--- config.mk ---
export PLATFORM = sky130hd
export DESIGN_NAME = tournament_arena_select
export DESIGN_NICKNAME = d
export VERILOG_FILES = /design/src/rtl/core/tas_pkg.sv /design/src/rtl/core/tas_arena.sv /design/src/rtl/core/tournament_arena_select.sv
export SDC_FILE = /design/constraint.sdc
export NUM_CORES = 1
export LEC_CHECK = 0
export BUFFER_PORTS_ARGS = -buffer_cell sky130_fd_sc_hd__buf_4
export CAP_MARGIN = 20
export CORE_ASPECT_RATIO = 0.8
export CORE_MARGIN = 1.5
export CORE_UTILIZATION = 40
export CTS_CLUSTER_DIAMETER = 100
export DETAILED_ROUTE_END_ITERATION = 7
export PLACE_DENSITY_LB_ADDON = 0.12
export SYNTH_ARGS = -nofsm -noshare
export SYNTH_HDL_FRONTEND = slang
export SYNTH_SLANG_ARGS = --single-unit
--- constraint.sdc ---
create_clock -name clock -period 8.35 [get_ports clock]
set_input_delay 0.835 -clock clock [delete_from_list [all_inputs] [get_ports clock]]
set_output_delay 0.835 -clock clock [all_outputs]
set_load 0.05 [all_outputs]
--- src/rtl/core/tas_pkg.sv ---
// Shared widths, constants and the result type of the tournament arena.
package tas_pkg;

   localparam int IndexW = 10;
   localparam int FitInW = 16;
   localparam int CountW = 8;
   localparam int NumSlots = 4;

   // Indices at or above this bound are rejected.
   localparam int POPULATION_SIZE = 1024;
   localparam int FITNESS_BITS_DEF = 16;

   localparam logic [CountW-1:0] RoundsMin = CountW'(4);
   localparam logic [CountW-1:0] RoundsReset = CountW'(4);

   typedef struct packed {
      logic              accepted;
      logic              done_res;
      logic [IndexW-1:0] parent_a_index;
      logic [IndexW-1:0] parent_b_index;
      logic [IndexW-1:0] child_a_index;
      logic [IndexW-1:0] child_b_index;
   } tas_result_type;

endpackage

--- src/rtl/core/tas_arena.sv ---
// Slot registers, duplicate check, ranking update and round counter.
module tas_arena #(
   parameter int FITNESS_BITS = tas_pkg::FITNESS_BITS_DEF
) (
   input  logic                          clock,
   input  logic                          reset,
   input  logic                          fire,
   input  logic [tas_pkg::IndexW-1:0]    idx,
   input  logic [tas_pkg::FitInW-1:0]    fitness,
   input  logic [tas_pkg::CountW-1:0]    rounds,
   output tas_pkg::tas_result_type       result
);
   import tas_pkg::*;

   localparam int FitW = (FITNESS_BITS < FitInW) ? FITNESS_BITS : FitInW;
   localparam int PopW = 17;
   localparam int SlotPa = 0;
   localparam int SlotPb = 1;
   localparam int SlotCa = 2;
   localparam int SlotCb = 3;

   logic [IndexW-1:0]   slot_index_ff [NumSlots];
   logic [IndexW-1:0]   slot_index_in [NumSlots];
   logic [FitW-1:0]     slot_fit_ff [NumSlots];
   logic [FitW-1:0]     slot_fit_in [NumSlots];
   logic [NumSlots-1:0] filled_ff;
   logic [NumSlots-1:0] filled_in;
   logic [CountW-1:0]   count_ff;
   logic [CountW-1:0]   count_in;

   logic [FitW-1:0]     fit;
   logic                dup;
   logic                out_of_range;
   logic                take;
   logic [CountW-1:0]   count_inc;
   logic [CountW-1:0]   limit;
   logic                done;

   always_comb begin
      fit = fitness[FitW-1:0];
      dup = 1'b0;
      for (int s = 0; s < NumSlots; s++) begin
         if (filled_ff[s] && (slot_index_ff[s] == idx)) begin
            dup = 1'b1;
         end
      end
      out_of_range = PopW'(idx) >= PopW'(POPULATION_SIZE);
      take = fire && !dup && !out_of_range;

      for (int s = 0; s < NumSlots; s++) begin
         slot_index_in[s] = slot_index_ff[s];
         slot_fit_in[s] = slot_fit_ff[s];
      end
      filled_in = filled_ff;
      count_in = count_ff;

      count_inc = count_ff + 1'b1;
      limit = (rounds < RoundsMin) ? RoundsMin : rounds;
      done = take && (count_inc >= limit);

      if (take) begin
         // Empty slots fill in order; once full, the ranking rules apply.
         if (!filled_ff[SlotPa]) begin
            slot_index_in[SlotPa] = idx;
            slot_fit_in[SlotPa] = fit;
            filled_in[SlotPa] = 1'b1;
         end else if (!filled_ff[SlotPb]) begin
            slot_index_in[SlotPb] = idx;
            slot_fit_in[SlotPb] = fit;
            filled_in[SlotPb] = 1'b1;
         end else if (!filled_ff[SlotCa]) begin
            slot_index_in[SlotCa] = idx;
            slot_fit_in[SlotCa] = fit;
            filled_in[SlotCa] = 1'b1;
         end else if (!filled_ff[SlotCb]) begin
            slot_index_in[SlotCb] = idx;
            slot_fit_in[SlotCb] = fit;
            filled_in[SlotCb] = 1'b1;
         end else if (fit > slot_fit_ff[SlotPa]) begin
            slot_index_in[SlotPb] = slot_index_ff[SlotPa];
            slot_fit_in[SlotPb] = slot_fit_ff[SlotPa];
            slot_index_in[SlotPa] = idx;
            slot_fit_in[SlotPa] = fit;
         end else if (fit > slot_fit_ff[SlotPb]) begin
            slot_index_in[SlotPb] = idx;
            slot_fit_in[SlotPb] = fit;
         end else if (fit < slot_fit_ff[SlotCb]) begin
            slot_index_in[SlotCa] = slot_index_ff[SlotCb];
            slot_fit_in[SlotCa] = slot_fit_ff[SlotCb];
            slot_index_in[SlotCb] = idx;
            slot_fit_in[SlotCb] = fit;
         end else if (fit < slot_fit_ff[SlotCa]) begin
            slot_index_in[SlotCa] = idx;
            slot_fit_in[SlotCa] = fit;
         end

         if (done) begin
            count_in = '0;
            filled_in = '0;
         end else begin
            count_in = count_inc;
         end
      end

      result.accepted = take;
      result.done_res = done;
      result.parent_a_index = done ? slot_index_in[SlotPa] : '0;
      result.parent_b_index = done ? slot_index_in[SlotPb] : '0;
      result.child_a_index = done ? slot_index_in[SlotCa] : '0;
      result.child_b_index = done ? slot_index_in[SlotCb] : '0;
   end

   always_ff @(posedge clock) begin
      if (reset) begin
         filled_ff <= '0;
         count_ff <= '0;
      end else begin
         filled_ff <= filled_in;
         count_ff <= count_in;
      end
   end

   // Index and fitness need no reset; the filled bits gate every use.
   always_ff @(posedge clock) begin
      for (int s = 0; s < NumSlots; s++) begin
         slot_index_ff[s] <= slot_index_in[s];
         slot_fit_ff[s] <= slot_fit_in[s];
      end
   end

   a_done_needs_accept: assert property (@(posedge clock) disable iff (reset)
      result.done_res |-> result.accepted)
      else $error("selection emitted for a rejected contestant");

   a_done_clears: assert property (@(posedge clock) disable iff (reset)
      (fire && result.done_res) |=> (count_ff == '0 && filled_ff == '0))
      else $error("arena not cleared after a selection");

   a_fill_prefix: assert property (@(posedge clock) disable iff (reset)
      (filled_ff == 4'b0000 || filled_ff == 4'b0001 || filled_ff == 4'b0011 ||
       filled_ff == 4'b0111 || filled_ff == 4'b1111))
      else $error("slots filled out of order");

   a_distinct_on_done: assert property (@(posedge clock) disable iff (reset)
      (fire && result.done_res) |->
         (result.parent_a_index != result.parent_b_index &&
          result.parent_a_index != result.child_a_index &&
          result.parent_a_index != result.child_b_index &&
          result.parent_b_index != result.child_a_index &&
          result.parent_b_index != result.child_b_index &&
          result.child_a_index != result.child_b_index))
      else $error("duplicate index in emitted selection");

endmodule

--- src/rtl/core/tournament_arena_select.sv ---
// Top level of the four-slot tournament arena: request stage, arena and response stage.
// The arena takes one request per clock cycle while req_stall is low and answers every
// request with one response, registered in the request stage and then in the output
// register. The slot registers are read and rewritten in the same cycle, so each request
// sees the arena as the previous request left it. A response waiting in the output
// register does not block the request stage from holding the next request.
// The user writes tournament_rounds through csr_wr_en and csr_wr_data only while no
// request is in flight; the block does not check it. Values below four act as four. A
// response with done_res set carries the four selected indices and clears the arena.
module tournament_arena_select #(
   parameter int FITNESS_BITS = tas_pkg::FITNESS_BITS_DEF
) (
   input  logic                          clock,
   input  logic                          reset,
   input  logic                          req_valid,
   output logic                          req_stall,
   input  logic [tas_pkg::IndexW-1:0]    req_contestant_index,
   input  logic [tas_pkg::FitInW-1:0]    req_contestant_fitness,
   output logic                          rsp_valid,
   input  logic                          rsp_stall,
   output logic                          rsp_accepted,
   output logic                          rsp_done_res,
   output logic [tas_pkg::IndexW-1:0]    rsp_parent_a_index,
   output logic [tas_pkg::IndexW-1:0]    rsp_parent_b_index,
   output logic [tas_pkg::IndexW-1:0]    rsp_child_a_index,
   output logic [tas_pkg::IndexW-1:0]    rsp_child_b_index,
   input  logic                          csr_wr_en,
   input  logic [tas_pkg::CountW-1:0]    csr_wr_data
);
   import tas_pkg::*;

   logic                 stage_valid_ff;
   logic                 stage_valid_in;
   logic [IndexW-1:0]    stage_index_ff;
   logic [FitInW-1:0]    stage_fitness_ff;
   logic                 rsp_valid_ff;
   logic                 rsp_valid_in;
   tas_result_type       rsp_result_ff;
   tas_result_type       rsp_result_in;
   logic [CountW-1:0]    rounds_ff;
   logic                 out_ready;
   logic                 fire;
   logic                 load;
   tas_result_type       arena_result;

   tas_arena #(
      .FITNESS_BITS(FITNESS_BITS)
   ) u_arena (
      .clock   (clock),
      .reset   (reset),
      .fire    (fire),
      .idx     (stage_index_ff),
      .fitness (stage_fitness_ff),
      .rounds  (rounds_ff),
      .result  (arena_result)
   );

   always_comb begin
      out_ready = !rsp_valid_ff || !rsp_stall;
      fire = stage_valid_ff && out_ready;
      req_stall = stage_valid_ff && !out_ready;
      load = req_valid && !req_stall;
      stage_valid_in = req_stall ? 1'b1 : req_valid;
      rsp_valid_in = out_ready ? fire : 1'b1;
      rsp_result_in = fire ? arena_result : rsp_result_ff;
   end

   always_ff @(posedge clock) begin
      if (reset) begin
         stage_valid_ff <= 1'b0;
         rsp_valid_ff <= 1'b0;
         rounds_ff <= RoundsReset;
      end else begin
         stage_valid_ff <= stage_valid_in;
         rsp_valid_ff <= rsp_valid_in;
         if (csr_wr_en) begin
            rounds_ff <= csr_wr_data;
         end
      end
   end

   always_ff @(posedge clock) begin
      if (load) begin
         stage_index_ff <= req_contestant_index;
         stage_fitness_ff <= req_contestant_fitness;
      end
      rsp_result_ff <= rsp_result_in;
   end

   assign rsp_valid = rsp_valid_ff;
   assign rsp_accepted = rsp_result_ff.accepted;
   assign rsp_done_res = rsp_result_ff.done_res;
   assign rsp_parent_a_index = rsp_result_ff.parent_a_index;
   assign rsp_parent_b_index = rsp_result_ff.parent_b_index;
   assign rsp_child_a_index = rsp_result_ff.child_a_index;
   assign rsp_child_b_index = rsp_result_ff.child_b_index;

endmodule
==> out/summary.txt, run 1 <==
Core Util, Final = 0.463
Crit path kind = register to register
Fin crit period = 4.52 ns
Post-DP HPWL = 15500 µm
Net Sw Power = 0.579 mW
WP depth = 10
Initial DRC count = 438
Crit. End Element = register
Area contributors post-synth = edfxtp_1 40%, dfxtp_1 13%, ha_1 9.0%
Worst-Margin Slew = 0.976 ns
Register area share after synthesis = 0.529
Max-Cap Viols = 0
Status = complete, no violations
DR WL/cell = 17.9 µm
# nets final = 1026
H-tree depth = 4
Crit path buffers/inverters = 1
Setup bufs post-CTS = 0
Pin count of the biggest net entering global routing = 44
Dpl cell area = 10700 µm²
Post-Synthesis Cells = 848
Core footprint = 24200 µm²
# DRC = 0
Syn nets = 958
CTS resizes = 0
Post-route cell area = 11200 µm²
First-pass GRT wire length = 35200 µm
IO Count = 83
Synthesized flop and latch total = 194
Worst EP required = 8.50 ns
Crit path largest cell delay = 0.98 ns
Row count = 51
Number of diodes = 0
Vias = 6398
Fin crit share = 0.542
Die area = 25500 µm²
Net Sw Frac = 0.266
Design Power = 2.18 mW
Final Hold Viols = 0
Die W = 178 µm
Via/cell ratio = 5.13
Synthesis warning total = 0
Pins Over Slew Limit = 0
Share of cells above drive strength 1 = 0.187
Pint = 1.60 mW
Asr flop ratio synth = 0
Die Y = 143 µm
Netlist cell types = 62
GRT overflow = 0
Post-synth EDFFs = 132
Ys flop type = edfxtp_1
Hold depth = 2
Synth top area share = 0.403
DR pass1 iterations = 4
Routed Antenna Nets = 0
Syn-to-layout area delta = 14.2%
Number of global-route vias before repair = 6163
Sequential Power Share = 0.528
Largest area contributor in the netlist = edfxtp_1
Drt total wl = 22300 µm
Startpoint types = register
Slowest CP cell = inv_2
Worst-path clk slew = 0.08 ns
CTS Sinks = 194
Top Family by Delay on Critical Path = simple AND/OR/NAND/NOR gates
Longest Clk Path Bufs = 2
Worst hold-check path type = register to register
Max IR drop VDD = 0.153 mV
Num CTS Buffers = 17
Synthesized area = 9840 µm²
Clock root buffer master = clkbuf_16
CTS tree = built
Setup TNS = 0 ns
Endpoints failing setup = 0
Clk pwr share = 0.351
Worst-path cell chain = ha_1 > and4_1 > a2111oi_2 > nor3_1 > o31ai_4 > nand2_2 > o31ai_1 > nand4_1 > inv_2 > mux2i_1
Max Fclk = 0.221 GHz
Layout Cells excl Fill = 1247
Clock latency on the worst-skew pair = 0.44 ns
Power Density = 194 nW/µm²
Initial antenna violation count = 0
Syn avg cell area = 11.6 µm²
Critical path fanouts, max = 25
Post-Place Cells = 1215
Worst rel slew slack = 0.347
Leakage power = 4.53 nW
Cts hold-fix bufs = 0
R2R depth = 10
RSZ-0062 raised after global routing = false
Initial Util = 0.406
RD Place Congestion = 0.775
Combinational power share = 0.121
CP arrival = 4.68 ns
Tot GR Track Use = 0.184
Port buffer count = 82
Clock Skew = 0.0184 ns
-- power by group through the flow --
stage | combinational (mW) | sequential [mW] | clock (mW)
4_1_cts | 0.265 | 1.15 | 0.788
6_report | 0.264 | 1.15 | 0.764
5_1_grt | 0.294 | 1.16 | 0.821
3_3_place_gp | 0.261 | 1.17 | 0
2_1_floorplan | 0.180 | 1.17 | 0
3_5_place_dp | 0.263 | 1.17 | 0
-- cell usage in the layout (no fill, tap or decap), types with 25 or more instances in the layout --
cell type and instances:
mux2_2 27, mux2i_1 25, xnor2_1 42, inv_1 85, o21ai_0 30, a21oi_1 44, nand2_1 57, edfxtp_1 132
nor2_1 34, ha_1 71, dfxtp_1 62, buf_4 87
-- registers in the layout (all words and copies together) (netlist names) --
register and cells:
rsp_done_res 1, rsp_parent_b_index 10, rsp_parent_a_index 10, u_arena.slot_index_ff 40, u_arena.count_ff 8, u_arena.filled_ff 4, rsp_accepted 1, u_arena.slot_fit_ff 64
rounds_ff 8, stage_valid_ff 1, rsp_valid 1, rsp_child_b_index 10, rsp_child_a_index 10, stage_fitness_ff 16, stage_index_ff 10
-- metrics by stage --
step	hold slack (ns)	setup slack [ns]
2_1_floorplan	0.451	5.24
3_3_place_gp	0.474	3.99
3_5_place_dp	0.479	3.87
4_1_cts	0.494	3.84
5_1_grt	0.506	3.49
6_report	0.497	3.83
-- worst min-delay path, stage by stage, from the launching register on --
cell,delay (ns)
dfxtp_1,0.34
a21oi_1,0.05
nor2_1,0.07
-- path summary, 6_finish.rpt --
kind,to,slack [ns],from
setup / recovery,rsp_child_b_index[3],3.83,stage_fitness_ff[11]
hold / removal,rsp_valid,0.50,stage_valid_ff
setup reg to reg,rsp_child_b_index[3],3.83,stage_fitness_ff[11]
hold reg to reg,rsp_valid,0.50,stage_valid_ff
-- final cells by class --
class | count | area, µm²
Fill cell | 2290 | 13000
Sequential cell | 194 | 5200
Timing Repair Buffer | 87 | 653
Clock buffer | 18 | 429
Clock inverter | 14 | 104
Tap cell | 318 | 398
Inverter | 88 | 330
Multi-Input combinational cell | 528 | 4120
-- synthesized netlist by cell type, drive strengths merged (15+ instances only) --
cell type,n
a21oi,45
and2,19
buf,17
clkbuf,21
dfxtp,62
edfxtp,132
ha,71
inv,88
mux2,36
mux2i,25
nand2,58
nand3,15
nand4,17
nor2,34
o21ai,30
xnor2,42
-- per-layer routing --
metal	part of all wire	GRT usage	routed length, µm	vias up
met3	0.048	0.0375	1060	17
met2	0.39	0.244	8740	146
met1	0.55	0.294	12300	3035
li1	-	-	-	3200
met5	0	0	0	-
met4	0.011	0.0522	246	0
-- cells by family (layout without fill, tap and decap cells) --
family / count (synthesis) / count (layout) / synth area share
AO/OA/AOI/OAI: 152 / 152 / 0.113
XOR/XNOR: 46 / 46 / 0.0410
adder cells (fa/ha/maj): 71 / 71 / 0.0903
buffers and inverters: 126 / 207 / 0.0530
flip-flops: 194 / 194 / 0.529
multiplexers: 61 / 61 / 0.0701
AND/OR/NAND/NOR: 198 / 198 / 0.103
Note: power is estimated with default switching activity, not from simulation.
==> run 2: changes to the inputs <==
--- a/config.mk
+++ b/config.mk
@@ -5,6 +5,7 @@
 export SDC_FILE = /design/constraint.sdc
 export NUM_CORES = 1
 export LEC_CHECK = 0
+export ABC_AREA = 1
 export BUFFER_PORTS_ARGS = -buffer_cell sky130_fd_sc_hd__buf_4
 export CAP_MARGIN = 20
 export CORE_ASPECT_RATIO = 0.8
==> constraint.sdc (replaced) <==
create_clock -name clock -period 4 [get_ports clock]
set_input_delay 0.4 -clock clock [delete_from_list [all_inputs] [get_ports clock]]
set_output_delay 0.4 -clock clock [all_outputs]
set_load 0.05 [all_outputs]
==> run 2 against run 1 <==
Clock power rose by 120%; critical path type unchanged; worst hold slack lost 0.37 ns; final cell count grew 30%; first-iteration DRC count is 62% higher; clock skew is 0.0032 ns lower; total power up 110%; count of clock-buffer cells in the layout rose by 1.
==> out/summary.txt, run 2 <==
Status = complete, no violations
Register area share after synthesis = 0.507
Row count = 52
R2R depth = 14
Worst rel slew slack = 0.521
Reg-to-reg critical path endpoint = u_arena.slot_fit_ff[3][15]
Syn nets = 1323
Routed Antenna Nets = 0
Post-Place Cells = 1592
Post-DP HPWL = 18200 µm
Hold slack final = 0.125 ns
Core footprint = 25200 µm²
Port buffer count = 82
Setup bufs post-CTS = 0
Net Sw Power = 1.34 mW
CTS Sinks = 194
Clock latency on the worst-skew pair = 0.45 ns
Combinational power share = 0.134
Crit. End Element = register
Vias = 7913
Initial Util = 0.407
Num CTS Buffers = 17
Synthesis warning total = 0
Crit path kind = register to register
Setup WS pre-CTS = 0.429 ns
GRT overflow = 0
Worst-path clk slew = 0.08 ns
Crit path from = stage_fitness_ff[11]
CP arrival = 3.77 ns
Synth top area share = 0.386
Tot GR Track Use = 0.195
Setup TNS = 0 ns
IO Count = 83
Netlist cell types = 35
Area contributors post-synth = edfxtp_1 39%, nand2_1 13%, dfxtp_1 12%
Hold Startpoint = req_contestant_fitness[4]
Via/cell ratio = 4.87
Design Power = 4.68 mW
Syn avg cell area = 8.46 µm²
RSZ-0062 raised after global routing = false
Final Hold Viols = 0
CP dominant cell by count = nand2_1
Clock Skew = 0.0152 ns
Asr flop ratio synth = 0
Pins Over Slew Limit = 0
Layout Cells excl Fill = 1625
Hold depth = 1
Number of diodes = 0
Largest area contributor in the netlist = edfxtp_1
Sequential Power Share = 0.509
Cts hold-fix bufs = 0
Share of cells above drive strength 1 = 0.122
Net Sw Frac = 0.286
RD Place Congestion = 0.874
Max IR drop VDD = 0.270 mV
# nets final = 1398
Max Fclk = 0.274 GHz
Worst EP required = 4.12 ns
Hold Crit Endpoint = stage_fitness_ff[4]
Initial DRC count = 711
H-tree depth = 4
Number of global-route vias before repair = 7258
Top post-synthesis cells by count = 351 x nand2_1, 177 x inv_1, 132 x edfxtp_1
Fin crit share = 0.912
Clock root buffer master = clkbuf_16
Worst hold-check path type = input pin to register
Highest-count cells in the layout ignoring fill and taps = 351 x nand2_1, 177 x inv_1, 132 x edfxtp_1
Longest Clk Path Bufs = 2
Worst r2r src = stage_fitness_ff[11]
Synthesized flop and latch total = 194
CTS tree = built
Worst R2R Setup Slack = 0.35 ns
Die Y = 146 µm
Crit path largest cell delay = 0.53 ns
Drt total wl = 25000 µm
# DRC = 0
Syn-to-layout area delta = 15.0%
Post-synth EDFFs = 132
Power Density = 396 nW/µm²
Post-Synthesis Cells = 1213
Pin count of the biggest net entering global routing = 43
Synthesized area = 10300 µm²
Die W = 182 µm
Clk pwr share = 0.357
Top reg by flops = u_arena.slot_fit_ff
Most common cell after layout, fill and taps aside = nand2_1
Largest regs = u_arena.slot_fit_ff (64), u_arena.slot_index_ff (40), stage_fitness_ff (16)
Max FFs per register = 64
First-pass GRT wire length = 40000 µm
Max-Cap Viols = 0
Slowest CP cell = edfxtp_1
Fin crit period = 3.65 ns
Initial antenna violation count = 0
DR WL/cell = 15.4 µm
DR pass1 iterations = 7
Ys flop type = edfxtp_1
Min setup slack post-route = 0.351 ns
Startpoint types = register
Most frequent cell after synthesis = nand2_1
Leakage power = 5.60 nW
Worst-path cell chain = ha_1 > a21oi_1 > o21ai_0 > a21oi_1 > nand2_1 > nand2_1 > buf_4 > inv_1 > nand2_1 > nand2_2 > nor2_4 > nand2_1 > inv_1 > buf_4
Pint = 3.34 mW
Worst-Margin Slew = 0.716 ns
Critical path fanouts, max = 16
Endpoints failing setup = 0
Die area = 26600 µm²
CTS resizes = 0
[run 2: layout make-up]
class                   instances  area [µm²]
flip-flops and latches        194        5200
clock inverters                13         115
clock buffers                  19         453
inverters                     190         716
fillers                      2507       13400
multi-input cells             785        4140
well taps                     324         405
repair buffers                100         771
[run 2: cell families (layout without fill, tap and decap cells)]
family	count (synthesis)	in the layout	synth area share
compound gates	157	157	0.0804
simple gates	536	536	0.217
flops	194	194	0.507
xor+xnor	21	21	0.0179
buf+inv	234	322	0.0910
fa+ha+maj	71	71	0.0865
[run 2: worst max path at each step]
stage,endpoint,cells after the start
final,u_arena.slot_fit_ff[3][15],14
after global routing,u_arena.slot_fit_ff[3][2],13
after CTS,u_arena.slot_fit_ff[3][15],14
after detailed placement,u_arena.slot_fit_ff[3][15],14
after global placement,u_arena.slot_fit_ff[3][15],14
after floorplan,u_arena.slot_fit_ff[2][0],6
[run 2: worst max-delay path: cells and delay by family, from the launching register on]
family	cells	cell delay, ns
AND/OR/NAND/NOR	6	1.14
adder cells (fa/ha/maj)	1	0.39
flip-flops	1	0.53
buffers and inverters	4	0.69
AO/OA/AOI/OAI	3	0.58
[run 2: metal layers]
metal | part of all wire | vias up | wire length [µm] | track usage
met2 | 0.40 | 195 | 9960 | 0.270
met3 | 0.055 | 7 | 1380 | 0.0382
met4 | 0.0050 | 0 | 124 | 0.0384
li1 | - | 4087 | - | -
met5 | 0 | - | 0 | 0
met1 | 0.54 | 3624 | 13600 | 0.312
[run 2: per-stage QoR]
stage,area [µm²],utilization
floorplan,10300,-
global placement,11200,0.444
detailed placement,11200,0.444
CTS,11800,0.466
global route,11800,0.468
finish,11800,0.468
[run 2: power by group through the flow]
stage | Combinational (mW) | Sequential (mW) | Clock [mW]
detailed placement | 0.625 | 2.42 | 0
global placement | 0.616 | 2.42 | 0
floorplan | 0.406 | 2.44 | 0
finish | 0.629 | 2.38 | 1.67
global route | 0.720 | 2.40 | 1.78
CTS | 0.627 | 2.38 | 1.71
==> run 3: changes to the inputs <==
==> constraint.sdc (replaced) <==
create_clock -name clock -period 3.4 [get_ports clock]
set_input_delay 0.34 -clock clock [delete_from_list [all_inputs] [get_ports clock]]
set_output_delay 0.34 -clock clock [all_outputs]
set_load 0.05 [all_outputs]
==> run 3 against run 2 <==
Clock power up 14%; highest routed layer unchanged; die area unchanged; combinational power up 19%; critical endpoint is now u_arena.slot_fit_ff[2][3]; worst hold slack worse by 0.061 ns; largest power group unchanged; non-clock buffer count up 9.
==> out/summary.txt, run 3 (synthesis results as in run 2) <==
Sequential Power Share = 0.513
Initial antenna violation count = 0
Row count = 52
Status = complete, no violations
Drt total wl = 25400 µm
Port buffer count = 82
DR pass1 iterations = 5
Clock Skew = 0.0147 ns
Largest regs = u_arena.slot_fit_ff (64), u_arena.slot_index_ff (40), stage_fitness_ff (16)
Clock latency on the worst-skew pair = 0.45 ns
Register area = 5200 µm²
Setup bufs post-CTS = 0
Die W = 182 µm
Longest Clk Path Bufs = 2
Post-DP HPWL = 18500 µm
Pin count of the biggest net entering global routing = 43
GRT overflow = 0
Number of diodes = 0
Max Fclk = 0.321 GHz
CTS tree = built
Highest-count cells in the layout ignoring fill and taps = 350 x nand2_1, 177 x inv_1, 132 x edfxtp_1
Vias = 7975
Startpoint types = register
Worst hold-check path type = input pin to register
Worst rel slew slack = 0.430
Worst EP required = 3.52 ns
Initial DRC count = 588
Combinational power share = 0.137
Leakage power = 5.62 nW
Fin crit period = 3.11 ns
Crit path kind = register to register
Core footprint = 25200 µm²
IO Count = 83
Tot GR Track Use = 0.199
Max IR drop VDD = 0.313 mV
Net Sw Frac = 0.287
Setup TNS = 0 ns
Design Power = 5.46 mW
CP dominant cell by count = nand2_2
CP arrival = 3.23 ns
Critical path fanouts, max = 16
Fill count = 2476
Initial Util = 0.407
Endpoints failing setup = 0
Top reg by flops = u_arena.slot_fit_ff
Final Hold Viols = 0
CTS Sinks = 194
Die area = 26600 µm²
First-pass GRT wire length = 40600 µm
Clk pwr share = 0.350
Number of global-route vias before repair = 7316
Share of cells above drive strength 1 = 0.129
Crit. End Element = register
Via/cell ratio = 4.88
Clock root buffer master = clkbuf_16
Worst-path cell chain = ha_1 > a21oi_1 > o21ai_0 > a21oi_1 > nand2_2 > nand2_2 > nand2_2 > nor2_4 > nand2_2 > a21oi_1 > buf_4
Die Y = 146 µm
DR WL/cell = 15.5 µm
RD Place Congestion = 0.878
Max-Cap Viols = 0
Fin crit share = 0.915
Net Sw Power = 1.57 mW
Num CTS Buffers = 17
Area taken by multi-input logic gates = 4150 µm²
Syn-to-layout area delta = 15.3%
Worst-path clk slew = 0.08 ns
Cts hold-fix bufs = 0
H-tree depth = 4
Slowest CP cell = edfxtp_1
Power Density = 461 nW/µm²
# nets final = 1407
Pins Over Slew Limit = 0
Most common cell after layout, fill and taps aside = nand2_1
Max FFs per register = 64
Worst-Margin Slew = 0.853 ns
# DRC = 0
Routed Antenna Nets = 0
RSZ-0062 raised after global routing = false
Pint = 3.89 mW
Crit path largest cell delay = 0.54 ns
[run 3: cell types whose count changed in the layout (fill, tap and decap cells not counted)]
| cell | delta |
|---|---|
| nor3_1 | -1 |
| buf_4 | +10 |
| nand2_1 | -1 |
| clkbuf_8 | -2 |
| nand2_2 | +1 |
| buf_16 | -1 |
| clkinv_4 | -5 |
| clkinv_2 | +1 |
| inv_6 | +3 |
| clkinvlp_4 | +2 |
| nor3_2 | +1 |
| clkinv_1 | +1 |
[run 3: cell type report]
class	instances	area share
clock buffer	17	0.0359
clock inverter	15	0.0103
inverter	190	0.0605
multi-input combinational	785	0.350
sequential	194	0.440
tap	324	0.0342
timing repair buffer	109	0.0691
[run 3: power groups by stage]
stage	Clock, mW	Sequential (mW)	Combinational (mW)
4_1_cts	1.97	2.80	0.752
5_1_grt	2.05	2.82	0.851
2_1_floorplan	0	2.87	0.479
3_5_place_dp	0	2.85	0.749
3_3_place_gp	0	2.85	0.741
6_report	1.91	2.80	0.749
[run 3: path summary, 6_finish.rpt]
| kind | from | endpoint | slack (ns) | cells after the start |
|---|---|---|---|---|
| min | req_contestant_fitness[5] | stage_fitness_ff[5] | 0.06 | 1 |
| max | stage_fitness_ff[13] | u_arena.slot_fit_ff[2][3] | 0.29 | 11 |
| max reg2reg | stage_fitness_ff[13] | u_arena.slot_fit_ff[2][3] | 0.29 | 11 |
| min reg2reg | rounds_ff[7] | rounds_ff[7] | 0.48 | 2 |
[run 3: worst max-delay path, delay by kind of cell (launching register included)]
family | cells | cell delay (ns)
buffers and inverters | 1 | 0.29
and+or+nand+nor | 5 | 0.93
adders and majority gates | 1 | 0.37
AOI/OAI and AO/OA | 4 | 0.64
DFF | 1 | 0.54
[run 3: metal layers]
layer / vias up / share of wire / wire (µm) / GRT usage
li1: 4098 / - / - / -
met1: 3665 / 0.53 / 13400 / 0.309
met2: 194 / 0.40 / 10100 / 0.271
met3: 18 / 0.064 / 1630 / 0.0481
met4: 0 / 0.012 / 312 / 0.0533
met5: - / 0 / 0 / 0
[run 3: timing repair]
item | CTS | global route
endpoints found under the setup margin | 0 | 64
gates resized for setup | 0 | 2
hold endpoints to repair | 0 | 0
[run 3: stage by stage]
step / util / std cells / area, µm² / hold WS, ns / setup slack (ns)
after floorplan: - / 1213 / 10300 / 0.439 / 0.129
after global placement: 0.447 / 1602 / 11300 / 0.469 / 0.140
after detailed placement: 0.447 / 1602 / 11300 / 0.474 / 0.133
after CTS: 0.469 / 1634 / 11800 / 0.0422 / 0.0998
after global routing: 0.469 / 1634 / 11800 / 0.0406 / 0.0115
final: 0.469 / 1634 / 11800 / 0.0638 / 0.287
